File: src/design/response_frame_deframer_defines.svh
// Assertion macros for the response frame deframer.
// Included by the top level; no other dependencies.
`ifndef RESPONSE_FRAME_DEFRAMER_DEFINES_SVH
`define RESPONSE_FRAME_DEFRAMER_DEFINES_SVH

`ifndef SYNTH
`define RFD_ASSERT_IMPL(lbl, ante, cons) \
    lbl: assert property (@(posedge clk) disable iff (!rst_n) (ante) |-> (cons)) \
        else $error("rfd assertion failed");
`define RFD_ASSERT_NEXT(lbl, ante, cons) \
    lbl: assert property (@(posedge clk) disable iff (!rst_n) (ante) |=> (cons)) \
        else $error("rfd assertion failed");
`else
`define RFD_ASSERT_IMPL(lbl, ante, cons)
`define RFD_ASSERT_NEXT(lbl, ante, cons)
`endif

`endif

File: src/design/rfd_pkg.sv
// Shared types and constants of the response frame deframer.
// No dependencies.
package rfd_pkg;

    localparam logic [31:0] SYNC_WORD = 32'hD0F9_EE5D;
    localparam int HDR_BYTES  = 12;
    localparam int HSUM_BYTES = 8;
    localparam int PLEN_W     = 6;

    typedef struct packed {
        logic              push;
        logic [15:0]       command;
        logic [PLEN_W-1:0] payload_length;
        logic [7:0]        payload_byte;
        logic              byte_valid;
        logic              last;
    } emit_t;

endpackage

File: src/design/rfd_ram.sv
// Receive buffer RAM: one write port, one registered read port.
// No dependencies.
module rfd_ram #(
    parameter int DEPTH = 64,
    parameter int AW    = 6
) (
    input  logic          clk,
    input  logic          wr_en,
    input  logic [AW-1:0] wr_addr,
    input  logic [7:0]    wr_data,
    input  logic          rd_en,
    input  logic [AW-1:0] rd_addr,
    output logic [7:0]    rd_data
);

    logic [7:0] mem [DEPTH];

    always_ff @(posedge clk)
    begin
        if (wr_en)
        begin
            mem[wr_addr] <= wr_data;
        end
        if (rd_en)
        begin
            rd_data <= mem[rd_addr];
        end
    end

endmodule

File: src/design/rfd_ctrl.sv
// Deframing sequencer: circular buffer pointers, sync scan, header and data
// sums through one shared accumulator. Depends on rfd_pkg and rfd_ram.
module rfd_ctrl #(
    parameter int N  = 64,
    parameter int AW = 6,
    parameter int CW = 7
) (
    input  logic          clk,
    input  logic          rst_n,
    input  logic          in_valid,
    output logic          in_stall,
    input  logic [7:0]    rx_byte,
    input  logic [7:0]    min_len,
    input  logic          slot_free,
    output rfd_pkg::emit_t emit
);

    typedef enum logic [2:0] {
        ST_IDLE, ST_SCAN, ST_HDR, ST_CHECK, ST_DATA, ST_EMIT_RD, ST_EMIT_WAIT, ST_EMPTY
    } state_t;

    localparam logic [CW-1:0] HDR_C = CW'(rfd_pkg::HDR_BYTES);

    state_t        state_reg, state_next;
    logic [AW-1:0] head_reg, head_next;
    logic [CW-1:0] fill_reg, fill_next;
    logic [CW-1:0] iss_reg, iss_next;
    logic          pend_reg, pend_next;
    logic [CW-1:0] pidx_reg, pidx_next;
    logic [23:0]   win_reg, win_next;
    logic [63:0]   hdr_reg, hdr_next;
    logic [15:0]   hsum_reg, hsum_next;
    logic [15:0]   acc_reg, acc_next;
    logic [CW-1:0] dlen_reg, dlen_next;

    logic          wr_en, rd_en;
    logic [AW-1:0] wr_addr, rd_addr;
    logic [7:0]    q;
    logic [CW-1:0] lim, fill_eff, drop, pos, total;
    logic          do_drop;
    logic [31:0]   win_full;
    logic [15:0]   len16, dl16, acc_sum;

    function automatic logic [AW-1:0] phys(input logic [AW-1:0] base,
                                           input logic [CW-1:0] off);
        logic [CW:0] s;
        s = (CW+1)'(base) + (CW+1)'(off);
        if (s >= (CW+1)'(N))
        begin
            s = s - (CW+1)'(N);
        end
        return s[AW-1:0];
    endfunction

    rfd_ram #(.DEPTH(N), .AW(AW)) u_ram (
        .clk     (clk),
        .wr_en   (wr_en),
        .wr_addr (wr_addr),
        .wr_data (rx_byte),
        .rd_en   (rd_en),
        .rd_addr (rd_addr),
        .rd_data (q)
    );

    assign in_stall = (state_reg != ST_IDLE);
    assign fill_eff = (fill_reg >= CW'(N)) ? '0 : fill_reg;
    assign win_full = {win_reg, q};
    assign acc_sum  = acc_reg + 16'(q);
    assign len16    = hdr_reg[47:32];
    assign dl16     = len16 - 16'(min_len);
    assign total    = HDR_C + dlen_reg;
    assign wr_en    = (state_reg == ST_IDLE) && in_valid;
    assign wr_addr  = phys(head_reg, fill_eff);

    always_comb
    begin
        unique case (state_reg)
            ST_SCAN: lim = fill_reg;
            ST_HDR:  lim = HDR_C;
            default: lim = total;
        endcase
    end

    always_comb
    begin
        state_next = state_reg;
        fill_next  = fill_reg;
        iss_next   = iss_reg;
        pend_next  = 1'b0;
        pidx_next  = iss_reg;
        win_next   = win_reg;
        hdr_next   = hdr_reg;
        hsum_next  = hsum_reg;
        acc_next   = acc_reg;
        dlen_next  = dlen_reg;
        do_drop    = 1'b0;
        drop       = '0;
        pos        = pidx_reg - CW'(3);
        rd_en      = 1'b0;
        rd_addr    = phys(head_reg, iss_reg);
        emit       = '0;
        emit.command        = hdr_reg[63:48];
        emit.payload_length = rfd_pkg::PLEN_W'(dlen_reg);
        emit.payload_byte   = q;
        emit.byte_valid     = 1'b1;

        if ((state_reg == ST_SCAN || state_reg == ST_HDR || state_reg == ST_DATA)
            && iss_reg < lim)
        begin
            rd_en     = 1'b1;
            pend_next = 1'b1;
            iss_next  = iss_reg + CW'(1);
        end

        unique case (state_reg)
            ST_IDLE:
            begin
                if (in_valid)
                begin
                    fill_next  = fill_eff + CW'(1);
                    iss_next   = '0;
                    win_next   = '0;
                    state_next = ST_SCAN;
                end
            end
            ST_SCAN:
            begin
                if (pend_reg)
                begin
                    win_next = win_full[23:0];
                    if (pidx_reg >= CW'(3) && win_full == rfd_pkg::SYNC_WORD)
                    begin
                        do_drop    = 1'b1;
                        drop       = pos;
                        pend_next  = 1'b0;
                        iss_next   = '0;
                        acc_next   = '0;
                        state_next = (fill_reg - pos < HDR_C) ? ST_IDLE : ST_HDR;
                    end
                    else if (pidx_reg == fill_reg - CW'(1))
                    begin
                        if (fill_reg > CW'(3))
                        begin
                            do_drop = 1'b1;
                            drop    = fill_reg - CW'(3);
                        end
                        state_next = ST_IDLE;
                    end
                end
            end
            ST_HDR:
            begin
                if (pend_reg)
                begin
                    hdr_next = {hdr_reg[55:0], q};
                    if (pidx_reg < CW'(rfd_pkg::HSUM_BYTES))
                    begin
                        acc_next = acc_sum;
                    end
                    if (pidx_reg == HDR_C - CW'(1))
                    begin
                        state_next = ST_CHECK;
                    end
                end
            end
            ST_CHECK:
            begin
                hsum_next = acc_reg;
                acc_next  = '0;
                iss_next  = HDR_C;
                dlen_next = CW'(dl16);
                if (len16 < 16'(min_len) || dl16 > 16'(N - rfd_pkg::HDR_BYTES))
                begin
                    do_drop    = 1'b1;
                    drop       = CW'(1);
                    state_next = ST_IDLE;
                end
                else if (fill_reg < HDR_C + CW'(dl16))
                begin
                    state_next = ST_IDLE;
                end
                else if (dl16 == '0)
                begin
                    if (acc_reg == hdr_reg[31:16] && hdr_reg[15:0] == '0)
                    begin
                        state_next = ST_EMPTY;
                    end
                    else
                    begin
                        do_drop    = 1'b1;
                        drop       = CW'(1);
                        state_next = ST_IDLE;
                    end
                end
                else
                begin
                    state_next = ST_DATA;
                end
            end
            ST_DATA:
            begin
                if (pend_reg)
                begin
                    acc_next = acc_sum;
                    if (pidx_reg == total - CW'(1))
                    begin
                        iss_next = HDR_C;
                        if (acc_sum == hdr_reg[15:0] && hsum_reg == hdr_reg[31:16])
                        begin
                            state_next = ST_EMIT_RD;
                        end
                        else
                        begin
                            do_drop    = 1'b1;
                            drop       = CW'(1);
                            state_next = ST_IDLE;
                        end
                    end
                end
            end
            ST_EMIT_RD:
            begin
                rd_en      = 1'b1;
                state_next = ST_EMIT_WAIT;
            end
            ST_EMIT_WAIT:
            begin
                if (slot_free)
                begin
                    emit.push = 1'b1;
                    emit.last = (iss_reg == total - CW'(1));
                    iss_next  = iss_reg + CW'(1);
                    if (emit.last)
                    begin
                        do_drop    = 1'b1;
                        drop       = total;
                        state_next = ST_IDLE;
                    end
                    else
                    begin
                        state_next = ST_EMIT_RD;
                    end
                end
            end
            ST_EMPTY:
            begin
                emit.payload_length = '0;
                emit.payload_byte   = '0;
                emit.byte_valid     = 1'b0;
                emit.last           = 1'b1;
                if (slot_free)
                begin
                    emit.push  = 1'b1;
                    do_drop    = 1'b1;
                    drop       = HDR_C;
                    state_next = ST_IDLE;
                end
            end
            default:
            begin
                state_next = ST_IDLE;
            end
        endcase

        head_next = head_reg;
        if (do_drop)
        begin
            head_next = phys(head_reg, drop);
            fill_next = fill_reg - drop;
        end
    end

    always_ff @(posedge clk or negedge rst_n)
    begin
        if (!rst_n)
        begin
            state_reg <= ST_IDLE;
            head_reg  <= '0;
            fill_reg  <= '0;
            iss_reg   <= '0;
            pend_reg  <= 1'b0;
        end
        else
        begin
            state_reg <= state_next;
            head_reg  <= head_next;
            fill_reg  <= fill_next;
            iss_reg   <= iss_next;
            pend_reg  <= pend_next;
        end
    end

    always_ff @(posedge clk)
    begin
        pidx_reg <= pidx_next;
        win_reg  <= win_next;
        hdr_reg  <= hdr_next;
        hsum_reg <= hsum_next;
        acc_reg  <= acc_next;
        dlen_reg <= dlen_next;
    end

endmodule

File: src/design/response_frame_deframer.sv
// Response frame deframer top level: configuration register, output register.
// Depends on rfd_pkg, rfd_ctrl and response_frame_deframer_defines.svh.
//
// Takes one received byte at a time into a circular buffer of RX_BUFFER_BYTES
// bytes and, after each byte, searches for the sync word D0 F9 EE 5D, checks
// the 12-byte header and the additive sums, and delivers a good frame as its
// payload bytes (or one item for an empty payload). A byte is taken only while
// in_stall is low; its decode attempt then holds in_stall high through a sync
// scan of the bytes held, the header read, a check step, the data sum and the
// delivery of each payload byte (a RAM read, then a wait for the output slot),
// or one item for an empty payload, plus any time the output is stalled. The
// single read port of the buffer RAM and one shared accumulator pace the scan
// and the sums at one byte a cycle.
`include "response_frame_deframer_defines.svh"

module response_frame_deframer #(
    parameter int RX_BUFFER_BYTES = 64
) (
    input  logic        clk,
    input  logic        rst_n,
    input  logic        in_valid,
    output logic        in_stall,
    input  logic [7:0]  rx_byte,
    input  logic        cfg_valid,
    output logic        cfg_ready,
    input  logic [7:0]  cfg_data,
    output logic        out_valid,
    input  logic        out_stall,
    output logic [15:0] command,
    output logic [rfd_pkg::PLEN_W-1:0] payload_length,
    output logic [7:0]  payload_byte,
    output logic        byte_valid,
    output logic        last
);

    localparam int AW = $clog2(RX_BUFFER_BYTES);
    localparam int CW = $clog2(RX_BUFFER_BYTES + 1);

    logic [7:0]     min_len_reg;
    logic           out_valid_reg;
    logic           slot_free;
    rfd_pkg::emit_t emit;

    assign cfg_ready = 1'b1;
    assign slot_free = !out_valid_reg || !out_stall;
    assign out_valid = out_valid_reg;

    rfd_ctrl #(.N(RX_BUFFER_BYTES), .AW(AW), .CW(CW)) u_ctrl (
        .clk       (clk),
        .rst_n     (rst_n),
        .in_valid  (in_valid),
        .in_stall  (in_stall),
        .rx_byte   (rx_byte),
        .min_len   (min_len_reg),
        .slot_free (slot_free),
        .emit      (emit)
    );

    always_ff @(posedge clk or negedge rst_n)
    begin
        if (!rst_n)
        begin
            min_len_reg   <= 8'd4;
            out_valid_reg <= 1'b0;
        end
        else
        begin
            if (cfg_valid)
            begin
                min_len_reg <= cfg_data;
            end
            if (emit.push)
            begin
                out_valid_reg <= 1'b1;
            end
            else if (!out_stall)
            begin
                out_valid_reg <= 1'b0;
            end
        end
    end

    always_ff @(posedge clk)
    begin
        if (emit.push)
        begin
            command        <= emit.command;
            payload_length <= emit.payload_length;
            payload_byte   <= emit.payload_byte;
            byte_valid     <= emit.byte_valid;
            last           <= emit.last;
        end
    end

    `RFD_ASSERT_IMPL(a_push_free, emit.push, slot_free)
    `RFD_ASSERT_IMPL(a_idle_no_push, !in_stall, !emit.push)
    `RFD_ASSERT_NEXT(a_accept_busy, in_valid && !in_stall, in_stall)

endmodule
File: config.mk
export PLATFORM = sky130hd
export DESIGN_NAME = response_frame_deframer
export DESIGN_NICKNAME = d
export VERILOG_FILES = /design/src/design/rfd_pkg.sv /design/src/design/rfd_ram.sv /design/src/design/rfd_ctrl.sv /design/src/design/response_frame_deframer.sv
export VERILOG_INCLUDE_DIRS = /design/src /design/src/design
export SDC_FILE = /design/constraint.sdc
export NUM_CORES = 1
export LEC_CHECK = 0
export ABC_AREA = 1
export BUFFER_PORTS_ARGS = -buffer_cell sky130_fd_sc_hd__buf_2
export CELL_PAD_IN_SITES_DETAIL_PLACEMENT = 0
export CELL_PAD_IN_SITES_GLOBAL_PLACEMENT = 1
export CORE_ASPECT_RATIO = 0.6
export CORE_MARGIN = 2
export CORE_UTILIZATION = 45
export CTS_CLUSTER_DIAMETER = 100
export DETAILED_ROUTE_END_ITERATION = 10
export GPL_ROUTABILITY_DRIVEN = 0
export PLACE_DENSITY_LB_ADDON = 0.1
export SYNTH_ARGS = -nofsm -noshare
export SYNTH_HDL_FRONTEND = slang
export SYNTH_SLANG_ARGS = --single-unit
File: constraint.sdc
create_clock -name clk -period 4.37 [get_ports clk]
set_input_delay 0.6555 -clock clk [delete_from_list [all_inputs] [get_ports clk]]
set_output_delay 0.6555 -clock clk [all_outputs]
set_load 0.03 [all_outputs]
# Word level (Yosys, flattened, before mapping)
# Memory sizes are Yosys's and may differ from the RTL's. A register that Yosys moved wholly into a read port is not among the register bits.
# Index checks and enable logic that the tools add are counted.
[classes] n_mux=86 addsub=18 n_eq_ne=27 magnitude_cmp=12 reduce_logical=25
[ops] cell="2-to-1 mux 7 bit" n=22
[ops] cell="2-to-1 mux 16 bit" n=5
[ops] cell="case mux 7 bit (5 select lines)" n=2
[ops] cell="case mux 16 bit (4 select lines)" n=1
[ops] cell="equality test 16 bit" n=3
[ops] cell="2-to-1 mux 24 bit" n=2
[ops] cell="2-to-1 mux 3 bit" n=16
[ops] cell="case mux 24 bit (2 select lines)" n=1
[ops] cell="equality test 32 bit (second input constant)" n=1
[ops] cell="zero test 16 bit" n=2
[ops] cell="2-to-1 mux 1 bit" n=28
[ops] cell="adder 6 x 7 -> 8 bit" n=3
[ops] cell="greater-or-equal comparator 8 x 7 -> 1 bit (second input constant)" n=3
[ops] cell="case mux 3 bit (8 select lines)" n=1
[ops] cell="equality test 7 bit" n=3
[ops] cell="2-to-1 mux 6 bit" n=3
[ops] cell="subtractor 6 x 1 -> 6 bit (second input constant)" n=3
[ops] cell="adder 16 x 8 -> 16 bit" n=1
[ops] cell="> comparator 16 x 6 -> 1 bit (second input constant)" n=1
[ops] cell="less-than comparator 16 x 8 -> 1 bit" n=1
[ops] cell="subtractor 16 x 8 -> 16 bit" n=1
[ops] cell="adder 4 x 7 -> 7 bit (first input constant)" n=2
[ops] cell="adder 7 x 1 -> 7 bit (second input constant)" n=2
[ops] cell="less-than comparator 7 x 4 -> 1 bit (second input constant)" n=2
[ops] cell="31 further kinds" n=59
[totals] mem_count=1 out_inout_bits=35 ramBits=512 elab_cells=187 register_bits=199
[mem_list] memory="u_ctrl.u_ram.mem" depth=64 width=8 read_ports=1 rd_clocked_by_memory_dff=1 write_ports=1 line="rfd_ram.sv:16" text="logic [7:0] mem [DEPTH];"

# Longest topological paths before layout
[logic_depth] ltp_word=10 depth_mapped=32 depth_no_buf=32

# Cells and area by module
# From an unflattened synthesis, not the netlist that was laid out.
[unflattened] cells_unflattened=3222 area_unflattened_um2=33593.5
[modules_own_cells] module="rfd_ram" cells_per_inst=1818 instances=1 area_per_inst_um2=21381.8 seq_area_each_um2=15615.0
[modules_own_cells] module="rfd_ctrl" cells_per_inst=1332 instances=1 area_per_inst_um2=10896.7 seq_area_each_um2=4554.4
[modules_own_cells] module="response_frame_deframer" cells_per_inst=72 instances=1 area_per_inst_um2=1315.0 seq_area_each_um2=1187.4

# Worst setup path before layout
# OpenSTA, ideal clock, no wires.
[synth_path] kind="register to register" from="register min_len_reg[2]" to="register u_ctrl.fill_reg[6]" t_required_ns=4.245 setup_ns=0.125 n_path_buf=0 arrival_ns=4.665 setup_slack_ns=-0.420 stages_incl_launch_ff=31 synth_period_minus_slack_ns=4.790 path_cell_list="dfstp_2 inv_1 ha_1 a21oi_2 nand2_1 xor2_1 inv_1 ha_1 and2b_1 nand2_1 xor2_1 ha_1 a21oi_1 o21a_1 and2_1 nor2_1 nand4_1 nand2_4 a21oi_1 nand2_1 ha_1 fa_1 o21ai_0 a21oi_1 o21bai_1 xor2_1 nand3b_1 nand2_1 inv_1 nand2_1 nand3_1"
[synth_via] elab_chain_len=8
[synth_lines] item="start, declared" line="response_frame_deframer.sv:39" text="logic [7:0] min_len_reg;"
[synth_lines] item="start signal, assigned" line="response_frame_deframer.sv:70" text="min_len_reg <= cfg_data;"
[synth_lines] item="subtractor 16 x 8 -> 16 bit (*)" line="rfd_ctrl.sv:70" text="assign dl16 = len16 - 16'(min_len);"
[synth_lines] item="net u_ctrl.dl16[3]" line="rfd_ctrl.sv:42" text="logic [15:0] len16, dl16, acc_sum;"
[synth_lines] item="adder 4 x 7 -> 7 bit or zero test 16 bit (tied branches)" line="rfd_ctrl.sv:178, rfd_ctrl.sv:182"
[synth_lines] item="less-than comparator 7 bit, or another cell as far along" line="rfd_ctrl.sv:178" text="else if (fill_reg < HDR_C + CW'(dl16))"
[synth_lines] item="2-to-1 mux 7 bit or 2-to-1 mux 1 bit (tied branches)" line="rfd_ctrl.sv:178"
[synth_lines] item="2-to-1 mux 7 bit or 2-to-1 mux 1 bit (tied branches)" line="rfd_ctrl.sv:172" text="if (len16 < 16'(min_len) || dl16 > 16'(N - rfd_pkg::HDR_BYTES))"
[synth_lines] item="case mux 7 bit (5 select lines) or case mux 1 bit (5 select lines) (tied branches)" line="rfd_ctrl.sv:115" text="unique case (state_reg)"
[synth_lines] item="subtractor 7 bit or nonzero test 2 bit (tied branches)"
[synth_lines] item="2-to-1 mux 7 bit or AND reduction 2 bit (tied branches)"
[synth_lines] item="end signal, assigned" line="rfd_ctrl.sv:287" text="fill_reg <= fill_next;"
[synth_lines] item="end, declared" line="rfd_ctrl.sv:26" text="logic [CW-1:0] fill_reg, fill_next;"
# The timed path passes the listed nets; every way through them passes the cells marked *.
# A chain may end at the register's enable or synchronous reset.

# Worst setup path in the final report
[layout_path] from="register min_len_reg[0]" to="register u_ctrl.fill_reg[6]"
# Same word-level chain as after synthesis.

==> implementation parameters <==
Parameter                              Value

Pwr
  Sw Pwr ... around 14000 µW
  Max IR drop VDD ... ~770 µV
  Gate power share ... 51.5%
  Power per standard cell area ... between 800 and 900 nW/µm²
  Net Sw Frac ... roughly 45%
  Clock power share ... 19.8%
  Cell-internal power ... between 15000 and 20000 µW
  Leakage ... 0.0144 µW
  Sequential share of power ... between 20% and 30%

Global route
  Global-route wire length before repair ... between 100000 and 150000 µm
  Met3 track demand over resource ... under 10%
  Met1 track demand over resource ... 40.9%
  Number of global-route vias before repair ... 21300
  Met2 Usage GRT ... between 30 and 40%
  Maximum number of pins on one net before global-route repair ... 95
  Combined global-route utilization of all metal layers ... 24.1%
  Number of antenna violations at the first check in global routing ... 0
  Global-route congestion overflow total ... 0
  Highest-utilization routing layer at the global route stage ... met1

Critical path
  Element type at the critical path end ... flop
  Flop-to-flop setup slack ... -0.16 ns
  Number of cell instances on the worst register-to-register path ... 28
  Critical-path cell with the highest stage delay ... dfrtp_1
  Worst Path Class, Setup ... reg2reg
  Worst R2R End ... u_ctrl.fill_reg[6]
  CP most frequent cell ... nand2_1
  CP arrival ... between 5 and 6 ns
  Top fanout value on the critical path ... 2
  Critical R2R Launch ... min_len_reg[0]
  Kind of start point of the critical path ... flop
  Worst path max stage delay ... a little over 0.4 ns
  Required time of the critical path ... around 4.9 ns

Clock tree
  CTS tree ... built
  Clk Tree Root Cell ... clkbuf_16
  TritonCTS Buffers ... 70
  Clock sink count ... a little over 700
  H-tree depth ... 3
  Clock latency at the later pin of the worst-skew pair ... 0.64 ns
  Clock transition time at the flip-flop clock pins of the worst setup and hold paths ... about 0.07 ns
  Maximum count of clock buffers along a single path ... 3

Timing
  Number of failing hold endpoints at the final stage ... 0
  Measured slew at the worst slew-check pin ... approximately 1.2 ns
  Setup slack of the critical path after layout ... -0.162 ns
  Max frequency ... 221 MHz
  Slew Viols, Final ... 0
  Final period util ... 104%
  Minimum hold slack ... 0.159 ns
  Max Clock Skew ... between 0.02 and 0.025 ns
  Setup repair after global routing missed its margin ... true
  Clock period minus final worst setup slack ... ~4.5 ns
  Max-slew headroom at the worst pin ... around 22%
  Final setup violation count ... 1

Cells and area
  Multi-input logic area ... roughly 10000 µm²
  Final Cell Area ... between 30000 and 40000 µm²
  Post-route non-filler standard cell count ... 4086
  Nets ... approximately 3200
  Seq. cell area ... between 20000 and 25000 µm²
  Area added between synthesis and finish ... 15.7%
  Max reg flops ... 512
  Fraction of final layout cells sized beyond drive strength 1 ... around 15%
  Ant. Diodes ... 0
  Number of fill cells ... between 6000 and 7000

Synth
  Total of flip-flops plus latches after synthesis ... 719
  Register area share after synthesis ... between 60% and 70%
  Simple logic cell fraction of the synthesized area ... 15.4%
  Number of enable-type register cells in the synthesized netlist ... between 600 and 700
  Total nets after synthesis ... a little under 3000
  Prevailing post-synth register cell ... edfxtp_1
  Post-synth cell types ... between 60 and 70
  Mean area per synthesized cell ... around 11 µm²
  Dominant cells by area after synthesis ... edfxtp_1 62%, nor2_1 5.5%, nand2_1 4.8%, o21ai_0 2.6%, ha_1 2.6%
  Cell type contributing the most total cell area after synthesis ... edfxtp_1
  Most numerous cell in the Yosys netlist ... edfxtp_1
  Synth top cells by count ... 679 x edfxtp_1, 481 x nor2_1, 423 x nand2_1
  Complex-gate fraction of the synthesized area ... 8.03%
  Mapped Cells ... roughly 2900
  Synth Area in Adders ... under 10%
  Yosys synthesis warning count ... 0
  Summed instance area of the synthesized netlist ... roughly 33000 µm²
  Proportion of register bits with asynchronous set or reset after synthesis ... under 10%
  Post-Synth XOR/XNOR Area ... approximately 2.5%
  Fraction of post-synthesis cell area in the top cell type by area ... between 60% and 70%
  Combinational family with the most area after synthesis ... simple AND/OR/NAND/NOR gates
  Multiplexer share of the synthesized area ... under 10%

Route
  Drt pass-1 iters ... 6
  Number of nets with antenna violations after routing ... 0
  Post-detailed-route wirelength per cell ... between 20 and 25 µm
  Via-per-instance ratio ... approximately 5.5
  Number of DRC violations after detailed routing ... 0
  Number of design-rule violations left by the first detailed-router iteration ... 2636
  Post-detailed-routing wire length ... 90100 µm
  Via total after detailed routing ... ~23000

Die
  Die height ... ~210 µm
  Die Width ... between 300 and 400 µm
  Total I/O pin count ... 56
  Full die area ... 75100 µm²
  Count of standard-cell rows ... 76
  Starting utilization of the core area ... between 40% and 50%
  Area inside the core boundary ... about 70000 µm²

Min path
  Worst hold path type ... in2async

Placed design
  Number of port buffers ... 54
  Half-perimeter wire length after placement ... 61400 µm
  Total cell area at the placement stage ... approximately 35000 µm²
  Post-Place Cells ... about 3900

Flow run
  Max_cap viols ... 0

Run status
  Failing checks ... setup timing
  Run status ... finished, violations left
layout by cell type, fill, tap and decap left out, types with 14 or more instances in the layout:
cell	count
nor2_1	479
o21ai_0	169
nand2_2	18
nand3_1	135
o32ai_1	64
nor3_1	14
inv_1	203
buf_2	54
xnor2_1	33
mux2i_1	64
buf_4	185
o221ai_1	67
nand3b_1	20
a21oi_1	33
nand2_1	419
xor2_1	41
edfxtp_1	679
dfrtp_1	32
clkbuf_16	71
ha_1	61
clkinv_1	15
nand4_1	33
metrics by stage:
| step | setup slack [ns] | setup TNS (ns) | power [µW] | utilization, % |
|---|---|---|---|---|
| 2_1_floorplan | -0.0681 | -0.0681 | 18900 | - |
| 3_3_place_gp | -0.227 | -0.227 | 24900 | 49.2 |
| 3_5_place_dp | -0.310 | -0.350 | 25000 | 49.2 |
| 4_1_cts | -0.152 | -0.152 | 31300 | 52.5 |
| 5_1_grt | -0.479 | -0.727 | 33400 | 52.8 |
| 6_report | -0.162 | -0.162 | 31500 | 52.8 |
timing repair:
action | CTS | global route
setup endpoints to repair | 3 | 8
pin swaps | 11 | 20
resized for setup | 7 | 19
hold buffers | 0 | 0
cloned | 0 | 0
setup buffers | 6 | 9
how the worst max path moves through the flow:
stage	startpoint	endpoint	slack, ns	cells after the start
global placement	min_len_reg[0]	u_ctrl.fill_reg[6]	-0.23	28
finish	min_len_reg[0]	u_ctrl.fill_reg[6]	-0.16	28
CTS	min_len_reg[2]	u_ctrl.fill_reg[6]	-0.15	30
global route	min_len_reg[0]	u_ctrl.fill_reg[6]	-0.48	28
floorplan	min_len_reg[2]	u_ctrl.fill_reg[6]	-0.07	30
detailed placement	min_len_reg[0]	u_ctrl.fill_reg[6]	-0.31	28
kinds of logic (layout without fill, tap and decap cells):
group | after synthesis | after routing
AOI/OAI and AO/OA | 401 | 401
xor gates and xnor gates | 86 | 86
adders and majority gates | 73 | 73
buffers and inverters | 336 | 591
DFF | 719 | 719
muxes | 65 | 65
other | 1 | 1
and+or+nand+nor | 1175 | 1175
power by group through the flow:
| stage | clock, µW | sequential (µW) | combinational, µW |
|---|---|---|---|
| after global placement | 0 | 9160 | 15700 |
| after CTS | 6330 | 9020 | 15900 |
| final | 6210 | 9040 | 16200 |
| after global routing | 6610 | 9110 | 17700 |
| after floorplan | 0 | 8950 | 9980 |
| after detailed placement | 0 | 9170 | 15800 |
cell type report:
cell class | instances | area share, %
multi-input cells | 1801 | 27.3
well taps | 975 | 3.22
flip-flops and latches | 719 | 56.3
repair buffers | 249 | 4.90
inverters | 216 | 2.15
clock buffers | 81 | 4.78
clock inverters | 45 | 1.32
critical path: cells and delay by family, from the launching register on:
kind / cells / cell delay, ns
AOI/OAI and AO/OA: 6 / 0.74
xor gates and xnor gates: 3 / 0.53
DFF: 1 / 0.41
adders and majority gates: 6 / 1.63
and+or+nand+nor: 11 / 1.00
buffers and inverters: 2 / 0.12
layer usage:
metal	part of all wire [%]	up-vias
li1	-	10500
met1	52	11100
met2	38	781
met3	8.2	100
met4	1.7	0
met5	0	-
Power figures use the tool's default switching activity.
